**src/rtl/core/mau_pkg.sv**
```systemverilog
`default_nettype none
package mau_pkg;
  localparam int WORD_BITS = 64;
  localparam int LATENCY = 3 * WORD_BITS + 1;

  typedef enum logic [2:0] {
    KIND_REDUCE = 3'd0,
    KIND_NEGATE = 3'd1,
    KIND_ADD    = 3'd2,
    KIND_SUB    = 3'd3,
    KIND_MUL    = 3'd4
  } kind_t;

  typedef struct packed {
    logic [2:0]           kind;
    logic [WORD_BITS-1:0] a;
    logic [WORD_BITS-1:0] b;
    logic [WORD_BITS-1:0] sa;
    logic [WORD_BITS-1:0] sb;
    logic [WORD_BITS:0]   n;
    logic [WORD_BITS-1:0] r;
  } item_t;
endpackage
`default_nettype wire

```
**src/rtl/core/mau_red_cell.sv**
```systemverilog
`default_nettype none
module mau_red_cell
  import mau_pkg::*;
(
  input  wire logic  clk,
  input  wire logic  rst,
  input  wire logic  en,
  input  wire logic  in_valid,
  input  wire item_t in_item,
  output logic       out_valid,
  output item_t      out_item
);
  item_t item_next;
  logic [WORD_BITS:0] ta, tb;

  always_comb begin
    item_next = in_item;
    ta = {in_item.a, in_item.sa[WORD_BITS-1]};
    tb = {in_item.b, in_item.sb[WORD_BITS-1]};
    if (ta >= in_item.n) ta = ta - in_item.n;
    if (tb >= in_item.n) tb = tb - in_item.n;
    item_next.a = ta[WORD_BITS-1:0];
    item_next.b = tb[WORD_BITS-1:0];
    item_next.sa = {in_item.sa[WORD_BITS-2:0], 1'b0};
    item_next.sb = {in_item.sb[WORD_BITS-2:0], 1'b0};
  end

  always_ff @(posedge clk) begin
    if (rst) begin
      out_valid <= 1'b0;
    end else if (en) begin
      out_valid <= in_valid;
    end
  end

  always_ff @(posedge clk) begin
    if (en) begin
      out_item <= item_next;
    end
  end
endmodule
`default_nettype wire

```
**config.mk**
```make
export PLATFORM = sky130hd
export DESIGN_NAME = mau_red_cell
export DESIGN_NICKNAME = d
export VERILOG_FILES = /design/src/rtl/core/mau_pkg.sv /design/src/rtl/core/mau_red_cell.sv
export SDC_FILE = /design/constraint.sdc
export NUM_CORES = 1
export LEC_CHECK = 0
export BUFFER_PORTS_ARGS = -buffer_cell sky130_fd_sc_hd__clkbuf_2
export CORE_AREA = 10 10 293 295
export DETAILED_ROUTE_END_ITERATION = 6
export DIE_AREA = 0 0 303 305
export GPL_ROUTABILITY_DRIVEN = 0
export PLACE_DENSITY = 0.46
export SYNTH_ARGS = -nofsm -noshare
export SYNTH_HDL_FRONTEND = slang
export SYNTH_SLANG_ARGS = --single-unit
export TNS_END_PERCENT = 30
```
**constraint.sdc**
```tcl
create_clock -name clk -period 7.7 [get_ports clk]
set_input_delay 0.385 -clock clk [delete_from_list [all_inputs] [get_ports clk]]
set_output_delay 0.385 -clock clk [all_outputs]
set_load 0.01 [all_outputs]
```
==> results, run 1 <==
- With fillers left out, the area of the finished cells amounts to 0.0302 mm2.
- The type of the worst setup path is input pin to flip-flop.
- The uppermost layer routed is met5.
- Dividing the final minimum period by the clock period gives 64.7%.
- The mean area per synthesized cell is 11.1 um2.
- The master cell of the clock root buffer is clkbuf_16.
- The fraction of the yosys area taken by sequential cells is 55.4%.
- The worst register-to-register path has a setup slack of 6.57 ns.
- After synthesis, the share of flip-flops with an asynchronous set or reset is 0%.
- The routed layout has 18.9k vias.
- The number of H-tree branching levels is 2.
- The nature of the critical path endpoint is a flip-flop.
- At the worst endpoint, the arrival time is 5.33 ns.
- The remaining global-route overflow is 0.
- In this run the cell area measured after placement is 0.0259 mm2.
- The number of clock buffers inserted by TritonCTS is 49.
- The number of violations reported at the end of detailed-routing iteration 0 is 1082.
- The clock transition at the register clock pins on the worst setup and hold paths after CTS is 0.06 ns.
- In the final timing run, aggregate negative setup slack is 0 ns.
- The synthesized netlist contains 75 unique library cells.
- The clock period minus final worst setup slack is 4.99 ns.
- The highest fanout seen on the critical path is 56.
- The site row count is 104.
- The total area of multi-input combinational cells is 0.00857 mm2.
- Setup slack on the critical path of the routed design comes to 2.71 ns.
- The wire length of the first global-routing pass is 138000 um.
- In this run the post-CTS setup repair buffer count came out at 0.
- The number of global-route vias before repair is 19.5k.
- The core outline area is 0.0799 mm2.
- The path class of the lowest-slack min-delay path is input pin to flip-flop.
- The transition time of the tightest slew-check pin is 0.922 ns.
- The number of input and output port buffers inserted is 778.
- The number of enable-type register cells in the synthesized netlist is 386.
- The ratio of cells with drive above 1 in the final layout is 30.5%.
- Summed over all nets, the half-perimeter wirelength after detailed placement is 80200 um.
- The worst hold path cell count is 1.
- The number of max-capacitance violations reported is 0.
- The number of synthesized register bits is 387.
- The I/O pin count is 781.
- Static timing analysis puts the maximum clock frequency at 201 MHz.
- The completed layout was analyzed and its total power is 6770 uW.
- The routed metal-1 wire length is 36200 um.
- The post-route clock skew is 0 ns.
- Setup violations remaining at the end of the flow were counted as 0.
- The max-slew violation count is 0.
- TritonCTS built the clock tree.
- The count of nets left with antenna violations once routing finished came out at 0.
- From left edge to right edge, the die measures 303 um.
- The number of warning messages in the yosys log is 0.
- After detailed routing, the total wire length is 97500 um.
- The portion of synthesized cell area occupied by the leading cell type is 55.3%.
- The initial core utilization is 26.2%.
- The data required time at the worst endpoint is 8.04 ns.
- The area of the mapped netlist is 0.0209 mm2.
- In the post-synthesis netlist, the biggest area contributors are edfxtp_1, ha_1, a21oi_1.
- The startpoint identified for the worst register-to-register timing path is out_valid.
- The clock network latency to the later pin of the worst-skew pair is 0.59 ns.
- The worst hold path terminates at out_item[96].
- The largest net degree at the start of global routing is 147.
- The routed design uses 51800 um of met2 wire.
- STA classifies the critical path startpoint as an input pin.
- The die is 305 um tall.
- The relative slew slack is 38.4%.
- In the routed layout, each cell is associated on average with a via count of 4.75.
- The length of routed met3 wiring is 6280 um.
- After the last flow step, the layout net total stands at 3413.
- The endpoint identified for the worst register-to-register timing path is out_valid.
- The post-detailed-route DRC marker count is 0.
- The total power density per cell area is 224 mW/mm2.
- The worst-case clock buffer depth is 3.
- At the placement stage, the worst setup path has a slack of 2.64 ns.
- For this run, the detailed router's first-pass iteration total came to 7.
- Setup repair after global routing left no endpoint under its margin.
- The sequential standard cell area is 0.0116 mm2.
- The count of mapped cells out of synthesis is 1881.
- The count of cells along the worst register-to-register path is 3.
- The die area is 0.0924 mm2.
- The analysis attributes to cell leakage a power of 0.0133 uW.
- The run finished with clean final reports.
- The routed wirelength normalized by instance count is 24.5 um.
- The cell type contributing the most total cell area after synthesis is edfxtp_1.
- Across the VDD grid, the largest voltage drop is 0.000165 V.
- The count of clock tree sinks is 387.
- The initial antenna violation count came to 13.
- The final-layout fill cell count is 7911.
- In the synthesized netlist the dominant register cell turns out to be edfxtp_1.
- The worst-case hold slack is 0.0293 ns.
- The overall fraction of global-route tracks in use is 20.1%.
- The number of endpoints with negative hold slack in the final report came to 0.
- The synthesis-to-layout area growth is 44.2%.
- The worst hold path begins at in_item[96].
## cell type report
cell class,instances,share of cell area [%]
antenna,1,0.00828
clock buffer,57,4.23
clock inverter,31,1.63
inverter,111,1.38
multi-input combinational,1303,28.4
sequential,387,38.4
tap,1060,4.39
timing repair buffer,1037,21.6
## layout by cell type, fill, tap and decap left out, types with 7 or more instances in the layout
cell / Yosys / routed
a211oi_1: 12 / 12
o211ai_1: 7 / 7
and3_1: 12 / 12
nor4_1: 7 / 7
mux2_2: 14 / 14
nand2_1: 156 / 156
ha_1: 130 / 130
xor2_1: 53 / 53
xnor2_1: 59 / 59
edfxtp_1: 386 / 386
nand2b_1: 9 / 9
nand3_1: 39 / 39
a31oi_1: 17 / 17
and2_1: 10 / 10
o21ai_0: 139 / 139
bufinv_16: 0 / 12
o21bai_1: 30 / 30
o21a_1: 8 / 8
nand4_1: 43 / 43
nor3_1: 22 / 22
dlygate4sd3_1: 0 / 251
a21boi_0: 9 / 9
clkbuf_2: 2 / 777
o31ai_1: 9 / 9
inv_1: 111 / 111
clkbuf_1: 52 / 7
a21o_1: 77 / 77
clkbuf_16: 0 / 50
nor2_1: 134 / 134
a21oi_1: 195 / 194
nor2b_1: 16 / 16
## where the power goes
| part | total [uW] | internal, uW | leakage [uW] | switching [uW] |
|---|---|---|---|---|
| Combinational | 1570 | 621 | 0.00863 | 947 |
| Sequential | 2650 | 2580 | 0.00379 | 70.6 |
| Clock | 2550 | 1590 | 0.000861 | 962 |
| Total | 6770 | 4790 | 0.0133 | 1980 |
## synthesized netlist by cell type (4+ instances only)
| cell type | number |
|---|---|
| a31o_2 | 5 |
| o21a_1 | 8 |
| nor3_1 | 22 |
| nor2b_1 | 16 |
| a21oi_1 | 195 |
| or3_1 | 4 |
| nor2_1 | 134 |
| a31oi_1 | 17 |
| nand2b_1 | 9 |
| xnor2_1 | 59 |
| mux2_2 | 14 |
| and3_1 | 12 |
| nor4_1 | 7 |
| edfxtp_1 | 386 |
| xor2_1 | 53 |
| and4_1 | 4 |
| ha_1 | 130 |
| a221oi_1 | 6 |
| clkbuf_1 | 52 |
| o211ai_1 | 7 |
| and2_1 | 10 |
| or4_1 | 6 |
| o31ai_1 | 9 |
| nand3_1 | 39 |
| o2111ai_1 | 5 |
| nand4_1 | 43 |
| buf_2 | 17 |
| a21o_1 | 77 |
| o21ai_1 | 4 |
| o21ai_0 | 139 |
| buf_4 | 7 |
| inv_1 | 111 |
| nand2_1 | 156 |
| o21bai_1 | 30 |
| a21boi_0 | 9 |
| mux2_1 | 5 |
| a211oi_1 | 12 |
## how the worst max path moves through the flow
stage | start | endpoint | slack [ns] | cells after the start
2_1_floorplan | in_item[256] | out_item[383] | 4.38 | 15
3_3_place_gp | in_item[65] | out_item[383] | 2.81 | 15
6_report | in_item[83] | out_item[383] | 2.71 | 15
5_1_grt | in_item[83] | out_item[322] | 2.42 | 15
4_1_cts | in_item[83] | out_item[383] | 2.72 | 15
3_5_place_dp | in_item[67] | out_item[383] | 2.64 | 15
## worst max-delay path: stages
cell           delay [ns]
dlygate4sd3_1        0.54
clkbuf_2             0.12
inv_1                0.07
ha_1                 0.44
nand4_1              0.27
nor3_1               0.24
nand4_1              0.11
o311a_1              0.38
nor3_1               0.25
nor3_1               0.15
o41a_1               0.49
o21ai_4              0.24
buf_4                0.50
buf_4                0.61
mux2_2               0.41
## logic make-up (layout without fill, tap and decap cells)
| kind of cell | Yosys count | after routing | synth area share, % |
|---|---|---|---|
| muxes | 22 | 22 | 1.16 |
| other | 1 | 3 | 0.0179 |
| AOI/OAI and AO/OA | 561 | 561 | 16.4 |
| adders and majority gates | 132 | 132 | 7.96 |
| and+or+nand+nor | 474 | 474 | 10.5 |
| DFF | 387 | 387 | 55.4 |
| xor gates and xnor gates | 112 | 112 | 4.68 |
| buffers and inverters | 192 | 1236 | 3.79 |
## metrics by stage
step / util [%] / std cells
after CTS: 37.8 / 3986
after floorplan: - / 1882
final: 37.8 / 3987
after detailed placement: 32.4 / 3647
after global placement: 32.4 / 3647
after global routing: 37.8 / 3987
## routing by layer
| layer | up-vias | global-route usage, % |
|---|---|---|
| li1 | 9031 | - |
| met2 | 624 | 38.0 |
| met1 | 9121 | 21.4 |
| met3 | 133 | 4.96 |
| met4 | 22 | 6.29 |
| met5 | - | 0 |
## registers in the layout (all words and copies together) (netlist names)
signal and cells:
out_item 386, out_valid 1
## repair_timing
action,CTS,global route
gates resized for setup,0,0
endpoints found under the hold margin,250,0
hold buffers,251,0
Note: power is estimated with default switching activity, not from simulation.
==> run 2: changes to the inputs <==
Settings changed: ABC_AREA set to 1, CORE_AREA 10 10 293 295 to 10 10 298 300, DIE_AREA 0 0 303 305 to 0 0 308 310, PLACE_DENSITY 0.46 to 0.51.
Clock period 7.7 ns to 4.95 ns, I/O delays scaled along.
==> run 2 against run 1 <==
Effect of this change:
- synthesized cell count is 85% higher
- critical endpoint is now out_item[322]
- die area is 3.3% higher
- area after synthesis grew 24%
- highest routed layer unchanged
- largest power group unchanged
==> results, run 2 <==
- The detailed router finished its first iteration with 2004 violations.
- STA classifies the critical path endpoint as a flip-flop.
- The top flip-flop cell by instance count after synthesis is edfxtp_1.
- Setup repair after global routing left no endpoint under its margin.
- Global routing used 25.9% of the available tracks across all layers.
- The synthesis-to-layout area growth is 39.0%.
- The run finished with clean final reports.
- The startpoint kind of the worst setup timing path is an input pin.
- After synthesis, the most frequently instantiated cells are nand2_1, inv_1, edfxtp_1.
- Of all cell types, the one taking the most synthesized area is edfxtp_1.
- The register with the most flip-flops in the layout has 386 of them.
- The number of max-capacitance violations reported is 0.
- The count of mapped cells out of synthesis is 3478.
- The number of gates resized after CTS is 0.
- The number of synthesized register bits is 387.
- The first TritonRoute pass finished after 6 iterations.
- The final setup violation count is 0.
- The fraction of registers with async set or reset after synthesis is 0%.
- The number of global-route vias before repair is 26.9k.
- The post-route clock skew is 0 ns.
- The number of clock buffers inserted by TritonCTS is 47.
- For this run the aggregate overflow at the end of global routing stands at 0.
- STA puts the critical path data required time at 5.31 ns.
- The type of the worst setup path is input pin to flip-flop.
- At the worst endpoint, the arrival time is 4.03 ns.
- After synthesis, the cell types taking the most area are edfxtp_1, nand2_1, inv_1.
- The number of enable-type register cells in the synthesized netlist is 386.
- In the finished design, the share of the clock period the worst path needs comes to 74.2%.
- The initial antenna violation count is 11.
- The most frequent cell after synthesis is nand2_1.
- Leaving out fill and tap cells, the most frequent cells in the layout are nand2_1, clkbuf_2, inv_1.
- After the last flow step, the layout net total stands at 5151.
- The number of endpoints with negative hold slack in the final report is 0.
- The portion of synthesized cell area occupied by the leading cell type is 44.6%.
- The clock passes through at most 3 buffers.
- The most critical setup path has its startpoint at in_item[65].
- The master cell of the clock root buffer is clkbuf_16.
- The power after layout is 10700 uW.
- The post-detailed-route DRC marker count is 0.
- TritonCTS built the clock tree.
- The count of buffers added on input and output ports is 778.
- At the pin with the least slew margin, the transition time is 0.960 ns.
- The wire length of the first global-routing pass is 182000 um.
- 781 I/O pins were placed.
- The maximum operating frequency is 272 MHz.
- Subtracting the final worst setup slack from the clock period gives 3.67 ns.
- The clock tree synthesis step divided the H-tree into 2 levels.
- The max-slew violation count is 0.
- The total leakage power is 0.0191 uW.
- The detailed router placed 26.8k vias in this run.
- The remaining antenna violation count is 0.
- The core region is 0.0829 mm2.
- Clock-pin slew was measured on the worst setup and hold paths at 0.06 ns.
- The launching point of the worst reg2reg path is out_valid.
- The floorplan step set the die height to 310 um.
- The worst-case register-to-register setup slack is 3.79 ns.
- The count of clock tree sinks is 387.
- The number of warning messages in the yosys log is 0.
- The via density per instance is 4.65.
- The library cell used most frequently in the layout, excluding fill and tap cells, is nand2_1.
- Dividing the detail-routed wire length by the instance count gives 22.3 um.
- In this run the worst path has a maximum fanout of 65.
- For this block, the routed nets add up to 128000 um of wire.
- The total power density per cell area is 295 mW/mm2.
- The initial core utilization is 31.4%.
- The site row count is 106.
- Of the cells placed in the final design, the portion with a size suffix greater than 1 is 20.9%.
- The estimated wirelength of the detail-placed design is 107000 um.
- The fraction of the yosys area taken by sequential cells is 44.7%.
- The count of cell types in the netlist is 36.
- The sum of negative setup slack is 0 ns.
- Ranked by flip-flop count, first place goes to out_item.
- The die area is 0.0955 mm2.
- Summing every instance area after synthesis gives 0.0260 mm2.
- The die is 308 um wide.
- In the final layout, the registers with the most flip-flops are out_item (386), out_valid (1).
- Entering global routing, the biggest net connects 92 pins.
- Counting the fill cells in the layout gives 8563.
- The path class of the lowest-slack min-delay path is input pin to flip-flop.
- The worst hold path begins at in_item[317].
- The peak supply drop is 0.000244 V.
- The relative slew slack is 36.0%.
- For the worst-skew pair, the clock arrives at the later sink with an insertion delay of 0.59 ns.
- After synthesis, the mean cell area works out to 7.48 um2.
run 2: power by group:
group	internal, uW	total (uW)	switching, uW	leakage (uW)
logic	1060	3040	1980	0.0146
registers	4010	4150	134	0.00378
clock network	1930	3470	1540	0.000725
run 2: layer usage:
metal	up-vias	track usage (%)	part of all wire, %	routed length (um)
met5	-	0	0.032	41
met4	6	11.0	4.7	5980
met3	191	4.55	6.3	8070
met2	1017	46.7	50	64100
met1	12400	30.0	39	50200
li1	13100	-	-	-
run 2: cells by family after synthesis:
group                      after synthesis  synth area share, %
AOI/OAI and AO/OA                      110                 2.17
xor gates and xnor gates                62                 2.09
adders and majority gates              132                 6.41
buffers and inverters                  767                 11.6
DFF                                    387                 44.7
muxes                                    1               0.0385
other                                    1               0.0144
and+or+nand+nor                       2018                 33.0
run 2: final timing paths:
check,cells after the start,end
max,16,out_item[322]
min,3,out_item[318]
max reg2reg,3,out_valid
min reg2reg,3,out_valid
run 2: final cells by class:
class,instances,area [um2],area share (%)
flip-flops and latches,387,11600,32.1
multi-input cells,2325,11400,31.5
repair buffers,1139,7530,20.8
inverters,727,2730,7.55
well taps,1080,1350,3.74
clock buffers,57,1210,3.36
clock inverters,29,307,0.849
diodes,8,20.0,0.0554
run 2: through the flow:
step	setup slack [ns]	cells	area [um2]	util, %	hold slack, ns
2_1_floorplan	2.86	3479	26000	-	0.320
3_3_place_gp	1.34	5307	31100	37.5	0.409
3_5_place_dp	1.30	5307	31100	37.5	0.410
4_1_cts	1.29	5744	36100	43.6	0.00143
5_1_grt	1.00	5750	36100	43.6	0.0244
6_report	1.28	5752	36100	43.6	0.0221
run 2: worst max-delay path, stage by stage:
cell           delay [ns]
dlygate4sd3_1        0.61
clkbuf_2             0.17
inv_1                0.29
ha_1                 0.32
nand2_1              0.09
nor2_2               0.05
nand3_1              0.09
nand3_2              0.11
nand2_1              0.09
nand2_2              0.11
nand2_1              0.11
nand2_2              0.08
nand2_4              0.52
nand2_4              0.67
nand2_1              0.26
nand2_1              0.07
run 2: timing repair:
item                                   4_1_cts  5_1_grt
hold buffers                               351        0
endpoints found under the hold margin      350        0
buffers inserted                             0        0
==> run 3: changes to the inputs <==
Settings changed: ABC_AREA 1 to 0, CORE_AREA 10 10 298 300 to 10 10 293 295, DIE_AREA 0 0 308 310 to 0 0 303 305, PLACE_DENSITY 0.51 to 0.46.
Clock period 4.95 ns to 3.7 ns, I/O delays scaled along.
==> run 3 against run 2 <==
Effect of this change:
- the run now ends with design-rule violations left
- global-route usage shrank 5.1 points
- clock skew is the same
- largest cell class unchanged
- critical path depth is the same
- die area shrank 3.2%
- non-clock buffer count grew 231
- cell area shrank 8.6%
- highest routed layer unchanged
- sequential power grew 33%
- combinational power grew 23%
- flip-flop and latch count is the same
==> results, run 3 (synthesis results as in run 1) <==
- The flow ran to the end, but the final reports show violations.
- The checks that failed: design-rule violations.
- At the end of the flow, the number of nets in the layout was 3746.
- The design internal power is 9780 uW.
- The routed wirelength normalized by instance count is 23.4 um.
- The largest registers in the layout are out_item (386), out_valid (1).
- The relative contribution of the clock network to total power is 33.9%.
- The number of endpoints with negative hold slack in the final report came to 0.
- The number of violations reported at the end of detailed-routing iteration 0 is 1257.
- Clock tree synthesis found a total of 387 sinks.
- The max-slew violation count is 0.
- The master cell of the clock root buffer is clkbuf_16.
- Dividing the detail-routed via count by the number of cells gives 4.72.
- The I/O pin count is 781.
- In this run the power density over the cells is 424 mW/mm2.
- The largest net degree at the start of global routing is 110.
- The critical path goes through dlygate4sd3_1 > clkbuf_2 > ha_1 > nand3_1 > nor2b_1 > o2111ai_1 > a21oi_1 > nor3_1 > buf_4 > o31ai_2 > nor3b_2 > nand2b_1 > a31oi_1 > buf_4 > o211a_1 > a221oi_1.
- The library cell used most frequently in the layout, excluding fill and tap cells, is clkbuf_2.
- CTS built an H-tree with a depth of 2.
- The worst-case IR drop observed on VDD is 0.000300 V.
- Compared with the post-synthesis result, the final layout area differs by 57.6%.
- The number of placed instances, taps included is 3852.
- The capture point of the worst reg-to-reg path is out_valid.
- The count of cells along the worst register-to-register path is 3.
- The start point of the critical path is in_item[272].
- The first global-routing pass estimated 144000 um of wire.
- The highest fanout seen on the critical path is 3.
- Once the floorplan was initialized, standard cells occupied 26.2% of the core.
- The most flop-heavy register is out_item.
- Derived from the worst setup path, the maximum achievable clock frequency is 277 MHz.
- In the final layout, the share of cells above drive strength 1 is 34.0%.
- The number of global-route vias before repair is 21.2k.
- The detailed-route wire length is 101000 um.
- Registers are responsible for 39.4% of the overall power.
- The remaining global-route overflow is 0.
- The min-delay analysis places its worst path in the category input pin to flip-flop.
- The clock transition at the register clock pins on the worst setup and hold paths after CTS is 0.05 ns.
- The clock period minus final worst setup slack is 3.62 ns.
- In this run the vertical extent of the chip is 305 um.
- The remaining antenna violation count is 0.
- Setup repair after global routing could not meet its margin everywhere.
- The number of input and output port buffers inserted is 778.
- TritonCTS created 49 clock buffers.
- The switching share of power is 30.2%.
- After routing, the total negative slack on setup checks comes to 0 ns.
- For this run, the detailed router's first-pass iteration total came to 7.
- In this run the critical register-to-register path is launched from out_valid.
- The post-detailed-route DRC marker count is 9.
- The post-route clock skew is 0 ns.
- In the layout the commonest cells are clkbuf_2, edfxtp_1, dlygate4sd3_1.
- The number of max-capacitance violations reported is 0.
- The register with the most flip-flops in the layout has 386 of them.
- The worst-case register-to-register setup slack is 2.57 ns.
- The post-route fraction of the period consumed by the critical path is 97.7%.
- The nature of the critical path endpoint is a flip-flop.
- Detailed placement finished with a half-perimeter wire length of 83300 um.
- TritonCTS built the clock tree.
- The worst setup path is launched from an input pin.
- The total number of vias is 20.4k.
- The overall fraction of global-route tracks in use is 20.9%.
- The clock network latency to the later pin of the worst-skew pair is 0.60 ns.
- The region available for standard cell placement spans 0.0799 mm2.
- The worst-case clock buffer depth is 3.
- Across all hold checks on the routed design, the worst slack comes to 0.0375 ns.
- The site row count is 104.
- The net switching power is 4230 uW.
- The floorplan step defined a die boundary enclosing 0.0924 mm2.
- For this design the static power due to leakage is 0.0148 uW.
- Measured along the x axis, the die boundary spans 303 um.
- Setup violations remaining at the end of the flow were counted as 0.
- Overall power consumption after layout is estimated at 14000 uW.
- Headroom to the max-slew limit came out at 34.3%.
- The count of non-filler cells in the finished layout is 4328.
- The source of the worst hold timing path is in_item[327].
- The final-layout fill cell count is 7754.
- The transition time of the tightest slew-check pin is 0.985 ns.
- The hold-critical path endpoint is out_item[328].
- The worst hold path was traced through 3 stages.
- Among all stages on the critical path, the largest delay is contributed by dlygate4sd3_1.
- The initial antenna violation count is 18.
- The delay of the slowest cell on the worst path is 0.54 ns.
- Data arrives at the worst endpoint at 4.02 ns.
- The data required time at the worst endpoint is 4.10 ns.
- Combinational logic burns 26.7% of the power.
- The critical path is of the input pin to flip-flop type.
- The core utilization of the finished layout is 41.3%.
- Counting stages on the worst path, the most repeated cell is buf_4.
==> run 3: worst max path at each step <==
stage / end / slack (ns) / cells after the start
5_1_grt: out_item[383] / -0.04 / 17
3_3_place_gp: out_item[320] / -0.49 / 16
6_report: out_item[319] / 0.08 / 16
3_5_place_dp: out_item[278] / -0.51 / 16
4_1_cts: out_item[355] / 0.01 / 17
2_1_floorplan: out_item[383] / 0.58 / 15
==> run 3: metal layers <==
metal	share of wire [%]	global-route usage, %
met2	53	39.2
met3	6.4	4.88
met1	37	22.5
met4	3.5	6.73
met5	0.11	0
==> run 3: power groups by stage <==
| stage | Sequential [uW] | Clock (uW) | Combinational (uW) |
|---|---|---|---|
| 3_3_place_gp | 5600 | 0 | 3390 |
| 4_1_cts | 5510 | 4920 | 3760 |
| 3_5_place_dp | 5600 | 0 | 3390 |
| 5_1_grt | 5550 | 5070 | 4060 |
| 2_1_floorplan | 5810 | 0 | 1400 |
| 6_report | 5510 | 4750 | 3740 |
==> run 3: repair_timing <==
action / CTS / global route
endpoints found under the setup margin: 0 / 106
endpoints found under the hold margin: 375 / 0
hold buffers: 376 / 0
gates resized for setup: 0 / 21
buffers inserted: 0 / 3
==> run 3: through the flow <==
stage          setup slack [ns]  cell area [um2]
4_1_cts                  0.0122            32900
3_5_place_dp             -0.507            27500
2_1_floorplan             0.583            21000
6_report                 0.0837            33000
5_1_grt                 -0.0353            33000
3_3_place_gp             -0.488            27500
==> run 3: area by class of cell <==
| type | count | area [um2] | area share [%] |
|---|---|---|---|
| well taps | 1060 | 1330 | 4.02 |
| inverters | 111 | 417 | 1.26 |
| flip-flops and latches | 387 | 11600 | 35.2 |
| repair buffers | 1370 | 9400 | 28.5 |
| clock buffers | 65 | 1310 | 3.96 |
| multi-input cells | 1303 | 8680 | 26.3 |
| clock inverters | 24 | 258 | 0.781 |
| diodes | 8 | 20.0 | 0.0606 |
==> run 3: worst max-delay path: cells and delay by family <==
kind / cells / cell delay (ns)
AO/OA/AOI/OAI: 6 / 1.56
adder cells (fa/ha/maj): 1 / 0.30
buffers and inverters: 4 / 1.01
AND/OR/NAND/NOR: 5 / 0.95
